[config.mk]
export PLATFORM = sky130hd
export DESIGN_NAME = sha256_stream_hasher_core
export DESIGN_NICKNAME = d
export VERILOG_FILES = /design/src/hdl/shs_pkg.sv /design/src/hdl/sha256_stream_hasher_core.sv /design/src/hdl/shs_datapath.sv /design/src/hdl/shs_ctrl.sv
export VERILOG_INCLUDE_DIRS = /design/src /design/src/hdl
export SDC_FILE = /design/constraint.sdc
export NUM_CORES = 2
export LEC_CHECK = 0
export ABC_CLOCK_PERIOD_IN_PS = 7700
export BUFFER_PORTS_ARGS = -buffer_cell sky130_fd_sc_hd__buf_4
export CELL_PAD_IN_SITES_DETAIL_PLACEMENT = 1
export CELL_PAD_IN_SITES_GLOBAL_PLACEMENT = 1
export CORE_MARGIN = 8
export CORE_UTILIZATION = 45
export CTS_BUF_LIST = sky130_fd_sc_hd__clkbuf_8
export DETAILED_ROUTE_END_ITERATION = 10
export GPL_TIMING_DRIVEN = 1
export PLACE_DENSITY_LB_ADDON = 0.1
export SYNTH_ARGS = -nofsm -noshare
export SYNTH_HDL_FRONTEND = slang
export SYNTH_SLANG_ARGS = --single-unit
[constraint.sdc]
create_clock -name clk -period 7.7 [get_ports clk]
set_clock_uncertainty 0.2 [all_clocks]
set_input_delay 0.77 -clock clk [delete_from_list [all_inputs] [get_ports clk]]
set_output_delay 0.77 -clock clk [all_outputs]
set_load 0.02 [all_outputs]
[src/hdl/sha256_stream_hasher_core_assert.svh]
// assertion macros used by the hasher controller rtl
`ifndef SHA256_STREAM_HASHER_CORE_ASSERT_SVH
`define SHA256_STREAM_HASHER_CORE_ASSERT_SVH

// same-cycle implication, sampled on clk, off while rst_n is low
`define SHS_ASSERT_IMP(lbl, ante, cons) \
  lbl: assert property (@(posedge clk) disable iff (!rst_n) (ante) |-> (cons)) \
    else $error("hasher assertion failed");

// next-cycle implication, sampled on clk, off while rst_n is low
`define SHS_ASSERT_NXT(lbl, ante, cons) \
  lbl: assert property (@(posedge clk) disable iff (!rst_n) (ante) |=> (cons)) \
    else $error("hasher assertion failed");

`endif

[src/hdl/shs_pkg.sv]
// types, constants and tables of the sha-256 stream hasher
`default_nettype none

package shs_pkg;

  localparam logic [7:0] PAD_BYTE = 8'h80;
  localparam logic [5:0] LEN_POS  = 6'd56;

  typedef struct packed {
    logic [63:0] data_bytes;
    logic [3:0]  byte_count;
    logic        end_flag;
  } in_item_t;

  typedef struct packed {
    logic [63:0] digest_word;
    logic [1:0]  word_index;
    logic        final_word;
  } out_item_t;

  typedef enum logic [2:0] {
    ST_IDLE,
    ST_ABSORB,
    ST_PAD,
    ST_PAD2,
    ST_LOAD,
    ST_ROUND,
    ST_UPDATE,
    ST_OUT
  } shs_state_t;

  typedef enum logic [1:0] {
    AFT_DATA,
    AFT_PAD2,
    AFT_OUT
  } shs_after_t;

  typedef struct packed {
    logic       capture;
    logic       absorb;
    logic       pad_first;
    logic       pad_second;
    logic       put_len;
    logic       load_vars;
    logic       round;
    logic       update;
    logic       restart;
    logic [5:0] rnd;
    logic [1:0] word_idx;
  } dp_cmd_t;

  typedef struct packed {
    logic block_full;
    logic pend_last;
    logic fill_late;
  } dp_stat_t;

  function automatic logic [31:0] init_h(input logic [2:0] idx);
    logic [31:0] r;
    case (idx)
      3'd0:    r = 32'h6a09e667;
      3'd1:    r = 32'hbb67ae85;
      3'd2:    r = 32'h3c6ef372;
      3'd3:    r = 32'ha54ff53a;
      3'd4:    r = 32'h510e527f;
      3'd5:    r = 32'h9b05688c;
      3'd6:    r = 32'h1f83d9ab;
      default: r = 32'h5be0cd19;
    endcase
    return r;
  endfunction

  function automatic logic [31:0] round_k(input logic [5:0] idx);
    logic [31:0] r;
    case (idx)
      6'd0:  r = 32'h428a2f98;  6'd1:  r = 32'h71374491;
      6'd2:  r = 32'hb5c0fbcf;  6'd3:  r = 32'he9b5dba5;
      6'd4:  r = 32'h3956c25b;  6'd5:  r = 32'h59f111f1;
      6'd6:  r = 32'h923f82a4;  6'd7:  r = 32'hab1c5ed5;
      6'd8:  r = 32'hd807aa98;  6'd9:  r = 32'h12835b01;
      6'd10: r = 32'h243185be;  6'd11: r = 32'h550c7dc3;
      6'd12: r = 32'h72be5d74;  6'd13: r = 32'h80deb1fe;
      6'd14: r = 32'h9bdc06a7;  6'd15: r = 32'hc19bf174;
      6'd16: r = 32'he49b69c1;  6'd17: r = 32'hefbe4786;
      6'd18: r = 32'h0fc19dc6;  6'd19: r = 32'h240ca1cc;
      6'd20: r = 32'h2de92c6f;  6'd21: r = 32'h4a7484aa;
      6'd22: r = 32'h5cb0a9dc;  6'd23: r = 32'h76f988da;
      6'd24: r = 32'h983e5152;  6'd25: r = 32'ha831c66d;
      6'd26: r = 32'hb00327c8;  6'd27: r = 32'hbf597fc7;
      6'd28: r = 32'hc6e00bf3;  6'd29: r = 32'hd5a79147;
      6'd30: r = 32'h06ca6351;  6'd31: r = 32'h14292967;
      6'd32: r = 32'h27b70a85;  6'd33: r = 32'h2e1b2138;
      6'd34: r = 32'h4d2c6dfc;  6'd35: r = 32'h53380d13;
      6'd36: r = 32'h650a7354;  6'd37: r = 32'h766a0abb;
      6'd38: r = 32'h81c2c92e;  6'd39: r = 32'h92722c85;
      6'd40: r = 32'ha2bfe8a1;  6'd41: r = 32'ha81a664b;
      6'd42: r = 32'hc24b8b70;  6'd43: r = 32'hc76c51a3;
      6'd44: r = 32'hd192e819;  6'd45: r = 32'hd6990624;
      6'd46: r = 32'hf40e3585;  6'd47: r = 32'h106aa070;
      6'd48: r = 32'h19a4c116;  6'd49: r = 32'h1e376c08;
      6'd50: r = 32'h2748774c;  6'd51: r = 32'h34b0bcb5;
      6'd52: r = 32'h391c0cb3;  6'd53: r = 32'h4ed8aa4a;
      6'd54: r = 32'h5b9cca4f;  6'd55: r = 32'h682e6ff3;
      6'd56: r = 32'h748f82ee;  6'd57: r = 32'h78a5636f;
      6'd58: r = 32'h84c87814;  6'd59: r = 32'h8cc70208;
      6'd60: r = 32'h90befffa;  6'd61: r = 32'ha4506ceb;
      6'd62: r = 32'hbef9a3f7;  6'd63: r = 32'hc67178f2;
      default: r = 32'h0;
    endcase
    return r;
  endfunction

endpackage

`default_nettype wire

[src/hdl/sha256_stream_hasher_core.sv]
// top level of the streaming sha-256 hasher
// each input item brings up to eight message bytes (first byte in bits 63..56, byte_count
// above eight counts as eight) and an end flag; the block gathers bytes into a 64-byte
// block window and runs the 64-round compression on one shared round unit, one round per
// clock, whenever the window fills. an item is taken only while the block is idle, so the
// next item waits until the last one is through: intake accepts the item, then writes
// its bytes into the window, and an item that fills the window then adds the load of
// the working variables, 64 rounds and the chain value update, followed by a second
// write pass for any bytes left over. an item with the end flag then pads (0x80, zero
// fill, 64-bit bit length, wrapping modulo 2^64), which takes one or two further
// compressions, and the digest leaves as four 64-bit items, word_index 0 first, final_word
// on the last; after the last one is taken the chain value, fill and length restart for a
// new message.
// rst_n is synchronous, active low; no clearing pass is needed after reset
`default_nettype none

module sha256_stream_hasher_core (
  input  wire                 clk,
  input  wire                 rst_n,
  // message item channel
  input  wire                 in_valid,
  output logic                in_ready,
  input  shs_pkg::in_item_t   in_item,
  // digest item channel
  output logic                out_valid,
  input  wire                 out_ready,
  output shs_pkg::out_item_t  out_item
);
  import shs_pkg::*;

  // commands towards the datapath and status back from it
  dp_cmd_t  cmd;
  dp_stat_t stat;

  // sequencing: intake, padding, round count, digest readout
  shs_ctrl u_ctrl (
    .clk       (clk),
    .rst_n     (rst_n),
    .in_valid  (in_valid),
    .in_ready  (in_ready),
    .out_valid (out_valid),
    .out_ready (out_ready),
    .stat      (stat),
    .cmd       (cmd)
  );

  // storage and arithmetic: window, schedule, round unit, chain value, length
  shs_datapath u_datapath (
    .clk      (clk),
    .rst_n    (rst_n),
    .in_item  (in_item),
    .cmd      (cmd),
    .stat     (stat),
    .out_item (out_item)
  );

endmodule

`default_nettype wire

[src/hdl/shs_datapath.sv]
// datapath: block window, message schedule, round unit, chain value and length
`default_nettype none

module shs_datapath (
  input  wire                  clk,
  input  wire                  rst_n,
  input  shs_pkg::in_item_t    in_item,
  input  shs_pkg::dp_cmd_t     cmd,
  output shs_pkg::dp_stat_t    stat,
  output shs_pkg::out_item_t   out_item
);
  import shs_pkg::*;

  function automatic logic [31:0] rotr(input logic [31:0] x, input int n);
    return (x >> n) | (x << (32 - n));
  endfunction

  function automatic logic [31:0] bsig0(input logic [31:0] x);
    return rotr(x, 2) ^ rotr(x, 13) ^ rotr(x, 22);
  endfunction

  function automatic logic [31:0] bsig1(input logic [31:0] x);
    return rotr(x, 6) ^ rotr(x, 11) ^ rotr(x, 25);
  endfunction

  function automatic logic [31:0] ssig0(input logic [31:0] x);
    return rotr(x, 7) ^ rotr(x, 18) ^ (x >> 3);
  endfunction

  function automatic logic [31:0] ssig1(input logic [31:0] x);
    return rotr(x, 17) ^ rotr(x, 19) ^ (x >> 10);
  endfunction

  // block window doubles as the 16-word schedule shift line
  logic [15:0][31:0] w_r, w_nxt;
  logic [7:0][31:0]  h_r, h_nxt;
  logic [7:0][31:0]  v_r, v_nxt;
  logic [5:0]        fill_r, fill_nxt;
  logic [63:0]       len_r, len_nxt;
  logic [63:0]       pend_data_r, pend_data_nxt;
  logic [3:0]        pend_cnt_r, pend_cnt_nxt;
  logic              pend_last_r, pend_last_nxt;

  logic [3:0]  cnt_sat;
  logic [6:0]  fill_sum;
  logic [6:0]  room;
  logic [3:0]  take;
  logic [31:0] t1, t2, w_new;
  logic [5:0]  off;

  assign cnt_sat  = (in_item.byte_count > 4'd8) ? 4'd8 : in_item.byte_count;
  assign fill_sum = {1'b0, fill_r} + {3'b000, pend_cnt_r};
  assign room     = 7'd64 - {1'b0, fill_r};
  // when the block fills, the room left is at most eight bytes
  assign take     = fill_sum[6] ? room[3:0] : pend_cnt_r;

  assign stat.block_full = fill_sum[6];
  assign stat.pend_last  = pend_last_r;
  assign stat.fill_late  = (fill_r >= LEN_POS);

  assign t1 = v_r[7] + bsig1(v_r[4]) + ((v_r[4] & v_r[5]) ^ (~v_r[4] & v_r[6]))
            + round_k(cmd.rnd) + w_r[0];
  assign t2 = bsig0(v_r[0])
            + ((v_r[0] & v_r[1]) ^ (v_r[0] & v_r[2]) ^ (v_r[1] & v_r[2]));
  assign w_new = ssig1(w_r[14]) + w_r[9] + ssig0(w_r[1]) + w_r[0];

  // pending item, window fill and length
  always_comb begin
    pend_data_nxt = pend_data_r;
    pend_cnt_nxt  = pend_cnt_r;
    pend_last_nxt = pend_last_r;
    len_nxt       = len_r;
    fill_nxt      = fill_r;
    if (cmd.capture) begin
      pend_data_nxt = in_item.data_bytes;
      pend_cnt_nxt  = cnt_sat;
      pend_last_nxt = in_item.end_flag;
      len_nxt       = len_r + {57'd0, cnt_sat, 3'b000};
    end else if (cmd.absorb) begin
      pend_data_nxt = pend_data_r << {take, 3'b000};
      pend_cnt_nxt  = pend_cnt_r - take;
      fill_nxt      = fill_r + {2'b00, take};
    end else if (cmd.restart) begin
      len_nxt  = 64'd0;
      fill_nxt = 6'd0;
    end
  end

  // block window writes and schedule shift
  always_comb begin
    w_nxt = w_r;
    off   = 6'd0;
    if (cmd.round) begin
      for (int i = 0; i < 15; i++) begin
        w_nxt[i] = w_r[i+1];
      end
      w_nxt[15] = w_new;
    end else begin
      for (int p = 0; p < 64; p++) begin
        off = 6'(p) - fill_r;
        if (cmd.absorb && (off < {2'b00, take})) begin
          w_nxt[p>>2][8*(3-(p&3)) +: 8] = pend_data_r[{3'd7 - off[2:0], 3'b000} +: 8];
        end
        if (cmd.pad_first) begin
          if (6'(p) == fill_r) begin
            w_nxt[p>>2][8*(3-(p&3)) +: 8] = PAD_BYTE;
          end else if (6'(p) > fill_r) begin
            w_nxt[p>>2][8*(3-(p&3)) +: 8] = 8'h00;
          end
        end
        if (cmd.pad_second) begin
          w_nxt[p>>2][8*(3-(p&3)) +: 8] = 8'h00;
        end
        if (cmd.put_len && (6'(p) >= LEN_POS)) begin
          w_nxt[p>>2][8*(3-(p&3)) +: 8] = len_r[8*(63-p) +: 8];
        end
      end
    end
  end

  // working variables
  always_comb begin
    v_nxt = v_r;
    if (cmd.load_vars) begin
      v_nxt = h_r;
    end else if (cmd.round) begin
      v_nxt[7] = v_r[6];
      v_nxt[6] = v_r[5];
      v_nxt[5] = v_r[4];
      v_nxt[4] = v_r[3] + t1;
      v_nxt[3] = v_r[2];
      v_nxt[2] = v_r[1];
      v_nxt[1] = v_r[0];
      v_nxt[0] = t1 + t2;
    end
  end

  // chain value
  always_comb begin
    h_nxt = h_r;
    if (cmd.update) begin
      for (int i = 0; i < 8; i++) begin
        h_nxt[i] = h_r[i] + v_r[i];
      end
    end else if (cmd.restart) begin
      for (int i = 0; i < 8; i++) begin
        h_nxt[i] = init_h(3'(i));
      end
    end
  end

  always_ff @(posedge clk) begin
    if (!rst_n) begin
      for (int i = 0; i < 8; i++) begin
        h_r[i] <= init_h(3'(i));
      end
      fill_r      <= 6'd0;
      len_r       <= 64'd0;
      pend_cnt_r  <= 4'd0;
      pend_last_r <= 1'b0;
    end else begin
      h_r         <= h_nxt;
      fill_r      <= fill_nxt;
      len_r       <= len_nxt;
      pend_cnt_r  <= pend_cnt_nxt;
      pend_last_r <= pend_last_nxt;
    end
  end

  always_ff @(posedge clk) begin
    w_r         <= w_nxt;
    v_r         <= v_nxt;
    pend_data_r <= pend_data_nxt;
  end

  always_comb begin
    case (cmd.word_idx)
      2'd0:    out_item.digest_word = {h_r[0], h_r[1]};
      2'd1:    out_item.digest_word = {h_r[2], h_r[3]};
      2'd2:    out_item.digest_word = {h_r[4], h_r[5]};
      default: out_item.digest_word = {h_r[6], h_r[7]};
    endcase
    out_item.word_index = cmd.word_idx;
    out_item.final_word = (cmd.word_idx == 2'd3);
  end

endmodule

`default_nettype wire

[src/hdl/shs_ctrl.sv]
// controller: item intake, padding sequence, round count and digest readout
`default_nettype none

`include "sha256_stream_hasher_core_assert.svh"

module shs_ctrl (
  input  wire                clk,
  input  wire                rst_n,
  input  wire                in_valid,
  output logic               in_ready,
  output logic               out_valid,
  input  wire                out_ready,
  input  shs_pkg::dp_stat_t  stat,
  output shs_pkg::dp_cmd_t   cmd
);
  import shs_pkg::*;

  shs_state_t state_r, state_nxt;
  shs_after_t after_r, after_nxt;
  logic [5:0] rnd_r, rnd_nxt;
  logic [1:0] idx_r, idx_nxt;
  logic       last_word;

  assign last_word = (idx_r == 2'd3);

  // next state
  always_comb begin
    state_nxt = state_r;
    unique case (state_r)
      ST_IDLE: begin
        if (in_valid) state_nxt = ST_ABSORB;
      end
      ST_ABSORB: begin
        if (stat.block_full)     state_nxt = ST_LOAD;
        else if (stat.pend_last) state_nxt = ST_PAD;
        else                     state_nxt = ST_IDLE;
      end
      ST_PAD:   state_nxt = ST_LOAD;
      ST_PAD2:  state_nxt = ST_LOAD;
      ST_LOAD:  state_nxt = ST_ROUND;
      ST_ROUND: begin
        if (rnd_r == 6'd63) state_nxt = ST_UPDATE;
      end
      ST_UPDATE: begin
        unique case (after_r)
          AFT_DATA: state_nxt = ST_ABSORB;
          AFT_PAD2: state_nxt = ST_PAD2;
          AFT_OUT:  state_nxt = ST_OUT;
          default:  state_nxt = ST_IDLE;
        endcase
      end
      ST_OUT: begin
        if (out_ready && last_word) state_nxt = ST_IDLE;
      end
      default: state_nxt = ST_IDLE;
    endcase
  end

  // outputs and commands
  always_comb begin
    in_ready     = 1'b0;
    out_valid    = 1'b0;
    cmd          = '0;
    cmd.rnd      = rnd_r;
    cmd.word_idx = idx_r;
    after_nxt    = after_r;
    rnd_nxt      = rnd_r;
    idx_nxt      = idx_r;
    unique case (state_r)
      ST_IDLE: begin
        in_ready    = 1'b1;
        cmd.capture = in_valid;
      end
      ST_ABSORB: begin
        cmd.absorb = 1'b1;
        after_nxt  = AFT_DATA;
      end
      ST_PAD: begin
        cmd.pad_first = 1'b1;
        cmd.put_len   = !stat.fill_late;
        after_nxt     = stat.fill_late ? AFT_PAD2 : AFT_OUT;
      end
      ST_PAD2: begin
        cmd.pad_second = 1'b1;
        cmd.put_len    = 1'b1;
        after_nxt      = AFT_OUT;
      end
      ST_LOAD: begin
        cmd.load_vars = 1'b1;
        rnd_nxt       = 6'd0;
      end
      ST_ROUND: begin
        cmd.round = 1'b1;
        rnd_nxt   = rnd_r + 6'd1;
      end
      ST_UPDATE: begin
        cmd.update = 1'b1;
      end
      ST_OUT: begin
        out_valid   = 1'b1;
        cmd.restart = out_ready && last_word;
        if (out_ready) idx_nxt = idx_r + 2'd1;
      end
      default: begin
        in_ready = 1'b0;
      end
    endcase
  end

  always_ff @(posedge clk) begin
    if (!rst_n) begin
      state_r <= ST_IDLE;
      after_r <= AFT_DATA;
      rnd_r   <= 6'd0;
      idx_r   <= 2'd0;
    end else begin
      state_r <= state_nxt;
      after_r <= after_nxt;
      rnd_r   <= rnd_nxt;
      idx_r   <= idx_nxt;
    end
  end

  logic [5:0] work_cmds;
  assign work_cmds = {cmd.absorb, cmd.pad_first, cmd.pad_second,
                      cmd.load_vars, cmd.round, cmd.update};

  `SHS_ASSERT_IMP(a_no_overlap, in_ready, !out_valid)
  `SHS_ASSERT_IMP(a_one_step, 1'b1, $onehot0(work_cmds))
  `SHS_ASSERT_NXT(a_round_end, (state_r == ST_ROUND) && (rnd_r == 6'd63), state_r == ST_UPDATE)
  `SHS_ASSERT_NXT(a_back_idle, out_valid && out_ready && last_word, in_ready && (idx_r == 2'd0))

endmodule

`default_nettype wire
==> metrics <==
Hold Fails Final Rpt 0; maximum clock insertion buffer count 3; total of max-cap violations 0; Seq. cell area 27400 um2; R2R Setup Slk 90 ps; top_reg_cell synth dfxtp_1; First-pass DRT Iterations 8; clock slew seen by the registers of the worst setup and hold paths 70 ps; worst endpoint required time 8230 ps; Comb pwr share 58.9%; global-route wire length before repair 563 mm; Setup CP Type reg2reg; worst hold start rst_n; Post-Syn Area per Cell 8.65 um2; DR DRC count 0; post-route insts no fill 12500; slowest CP cell fa_1; Total Routing Usage GR 37.8%; vias per inst 6.27; Cells after DPL 12000; Die X 448 um; dpl ws -516 ps; leakage 39.8 nW; Clk network pwr share 17.6%; Final ANT Viol Nets 0; Initial DRC Count 7170; total power 38.3 mW; crit path launch type flip-flop; sequential cell area fraction in the yosys report 32.6%; hold path endpoint u_datapath.h_r[208]$_SDFFE_PN1P_; final design utilization 50.9%; cell area after synthesis 84000 um2; largest net degree at the start of global routing 205; CTS tree built; internal power 21.1 mW; Worst Setup End Kind flip-flop; final setup violation count 0; Clk Latency, worst-skew pair 1030 ps; Power Density 406 nW/um2; multi-input logic area 53300 um2; Finished Cell Area 94400 um2; Final Cycle Share 98.9%; net count after synthesis 10400; Placed Area 88300 um2; die area 201000 um2; io pins 142; worst reg2reg endpoint u_datapath.v_r[31]$_DFFE_PN_; Switching Fraction 45.0%; Worst Path Arrival 8150 ps; Hold WS 91.6 ps; async set-or-reset flop fraction in the synthesized netlist 0%; Initial Util 45.3%; Hold Path Class in2reg; worst hold path cell count 2; CP max stage delay 550 ps; Fmax achieved 131 MHz; clock sink total 1205; Yosys cell types 105; row count 158; share of cells above drive strength 1 10.6%; Final Wtd Congestion 1.02; H-tree Lvls 4; final-layout fill cell count 21800; fin crit period 7610 ps; RSZ-0062 raised after global routing yes; Critical R2R Launch u_datapath.v_r[141]$_DFFE_PN_; Routed WL 395 mm; IO buf count 141; number of synthesized register bits 1205; routed vias 78600; Slew Limit Fails 0; largest fanout on the critical path 4; initial antenna violation count 10; Post-DP HPWL 299 mm; Ys Warns 0; wire per inst 31.5 um; most repeated library cell on the critical path fa_1; number of flops mapped to enable cells by yosys 328; root buf cell clkbuf_8; VDD IR max 0.442 mV; Worst Max-Slew Pin Slew 1330 ps; Reg power frac 23.5%; Max transition margin 11.3%; worst r2r path cells 34; outcome finished clean; vias in the first global route 80200; post-layout worst setup margin 86.4 ps; setup TNS 0 ps; Post-layout nets 10600; CORE AREA 185000 um2; Die Y-Extent 448 um; sw power 17.2 mW; total congestion overflow 0; CTS buffer count 221; Syn Inst Count 9706; Area Overhead vs Synth 12.4%
[state kept, by name, indices dropped and copies added, names as in the netlist, 3 cells and up, named ones only]
register and count:
u_datapath.pend_data_r 64, u_ctrl.rnd_r 6, u_ctrl.state_r 3, u_datapath.h_r 256, u_datapath.w_r 512, u_datapath.pend_cnt_r 4
u_datapath.len_r 61, u_datapath.fill_r 6, u_datapath.v_r 256
[cells in the final DEF, fill, tap and decap left out, drive strengths merged, types with 91 or more instances in the layout]
| master | n |
|---|---|
| nand2 | 1539 |
| o21ai | 900 |
| dfxtp | 877 |
| mux2i | 633 |
| a21oi | 589 |
| nor2 | 501 |
| inv | 491 |
| ha | 456 |
| buf | 451 |
| xnor2 | 434 |
| edfxtp | 328 |
| clkbuf | 264 |
| xor2 | 250 |
| a21o | 219 |
| fa | 199 |
| nand3 | 148 |
| nor2b | 133 |
| o22ai | 131 |
| a22oi | 102 |
| a211oi | 97 |
| nor3 | 91 |
[kinds of logic (layout without fill, tap and decap cells)]
kind of cell	Yosys count	count (layout)	synth area share, %
compound gates	2643	2643	19.7
xor+xnor	684	684	7.13
fa+ha+maj	676	676	11.8
buf+inv	1016	1353	4.64
flops	1205	1205	32.6
mux	749	749	9.96
other cells	0	11	0
simple gates	2733	2733	14.2
[how the worst max path moves through the flow]
stage | start | endpoint | slack (ps) | cells past startpoint
final | u_datapath.v_r[141]$_DFFE_PN_ | u_datapath.v_r[31]$_DFFE_PN_ | 90 | 34
after global routing | u_datapath.v_r[141]$_DFFE_PN_ | u_datapath.v_r[31]$_DFFE_PN_ | -90 | 34
after CTS | u_datapath.v_r[135]$_DFFE_PN_ | u_datapath.v_r[31]$_DFFE_PN_ | 0.05 | 32
after detailed placement | u_datapath.v_r[140]$_DFFE_PN_ | u_datapath.v_r[31]$_DFFE_PN_ | -520 | 34
after global placement | u_datapath.v_r[140]$_DFFE_PN_ | u_datapath.v_r[30]$_DFFE_PN_ | -480 | 34
after floorplan | u_ctrl.state_r[1]$_SDFFE_PN0P_ | u_datapath.w_r[431]$_DFF_P_ | 40 | 8
[power groups by stage]
stage | Sequential, mW | Combinational, mW | Clock [mW]
detailed placement | 9.06 | 20.9 | 0
global route | 9.02 | 24.3 | 7.10
CTS | 8.93 | 21.5 | 6.83
global placement | 9.04 | 20.6 | 0
finish | 9.02 | 22.5 | 6.74
floorplan | 8.28 | 13.8 | 0
[area by class of cell]
type	count	share of cell area (%)
clock inverter	152	1.21
tap	2480	3.29
multi-input combinational	7485	56.5
timing repair buffer	522	4.43
sequential	1205	29.0
clock buffer	263	3.83
antenna	11	0.0292
inverter	416	1.66
[cells in the mapped netlist (62+ instances only)]
cell type / n / area (um2)
xor2_1: 250 / 2190
nor2_1: 494 / 1850
a211oi_1: 96 / 721
a222oi_1: 66 / 661
mux4_2: 64 / 1440
o21ai_0: 882 / 4410
o22ai_1: 131 / 820
xnor2_1: 434 / 3800
a22oi_1: 102 / 766
dfxtp_1: 877 / 17600
a31oi_1: 62 / 388
mux2i_1: 633 / 6340
nor3_1: 86 / 430
a21oi_1: 586 / 2930
clkbuf_1: 501 / 1880
o211ai_1: 70 / 526
nand2_1: 1537 / 5770
a21o_1: 219 / 1640
ha_1: 456 / 5710
inv_1: 408 / 1530
fa_1: 199 / 3980
nand3_1: 147 / 736
edfxtp_1: 328 / 9850
nor2b_1: 133 / 832
[worst max-delay path, delay by kind of cell (launching register included)]
family / cells / cell delay [ps]
flip-flops: 1 / 450
adder cells (fa/ha/maj): 6 / 2660
buffers and inverters: 8 / 710
AND/OR/NAND/NOR: 1 / 110
AO/OA/AOI/OAI: 14 / 2260
XOR/XNOR: 5 / 900
[metal layers]
metal  GRT usage (%)  share of wire [%]  up-vias
met1            43.1                 37    39600
met5               0             0.0073        -
met4            30.3                9.9        4
met3            6.00                6.1     1059
met2            62.9                 47     3248
li1                -                  -    34800
[timing repair]
action | 4_1_cts | 5_1_grt
endpoints found under the hold margin | 72 | 0
pin swaps | 22 | 55
gates cloned | 0 | 0
hold buffers | 70 | 0
gates resized for setup | 24 | 59
setup buffers | 7 | 16
setup endpoints to repair | 18 | 22
(Power assumes the default switching activity.)
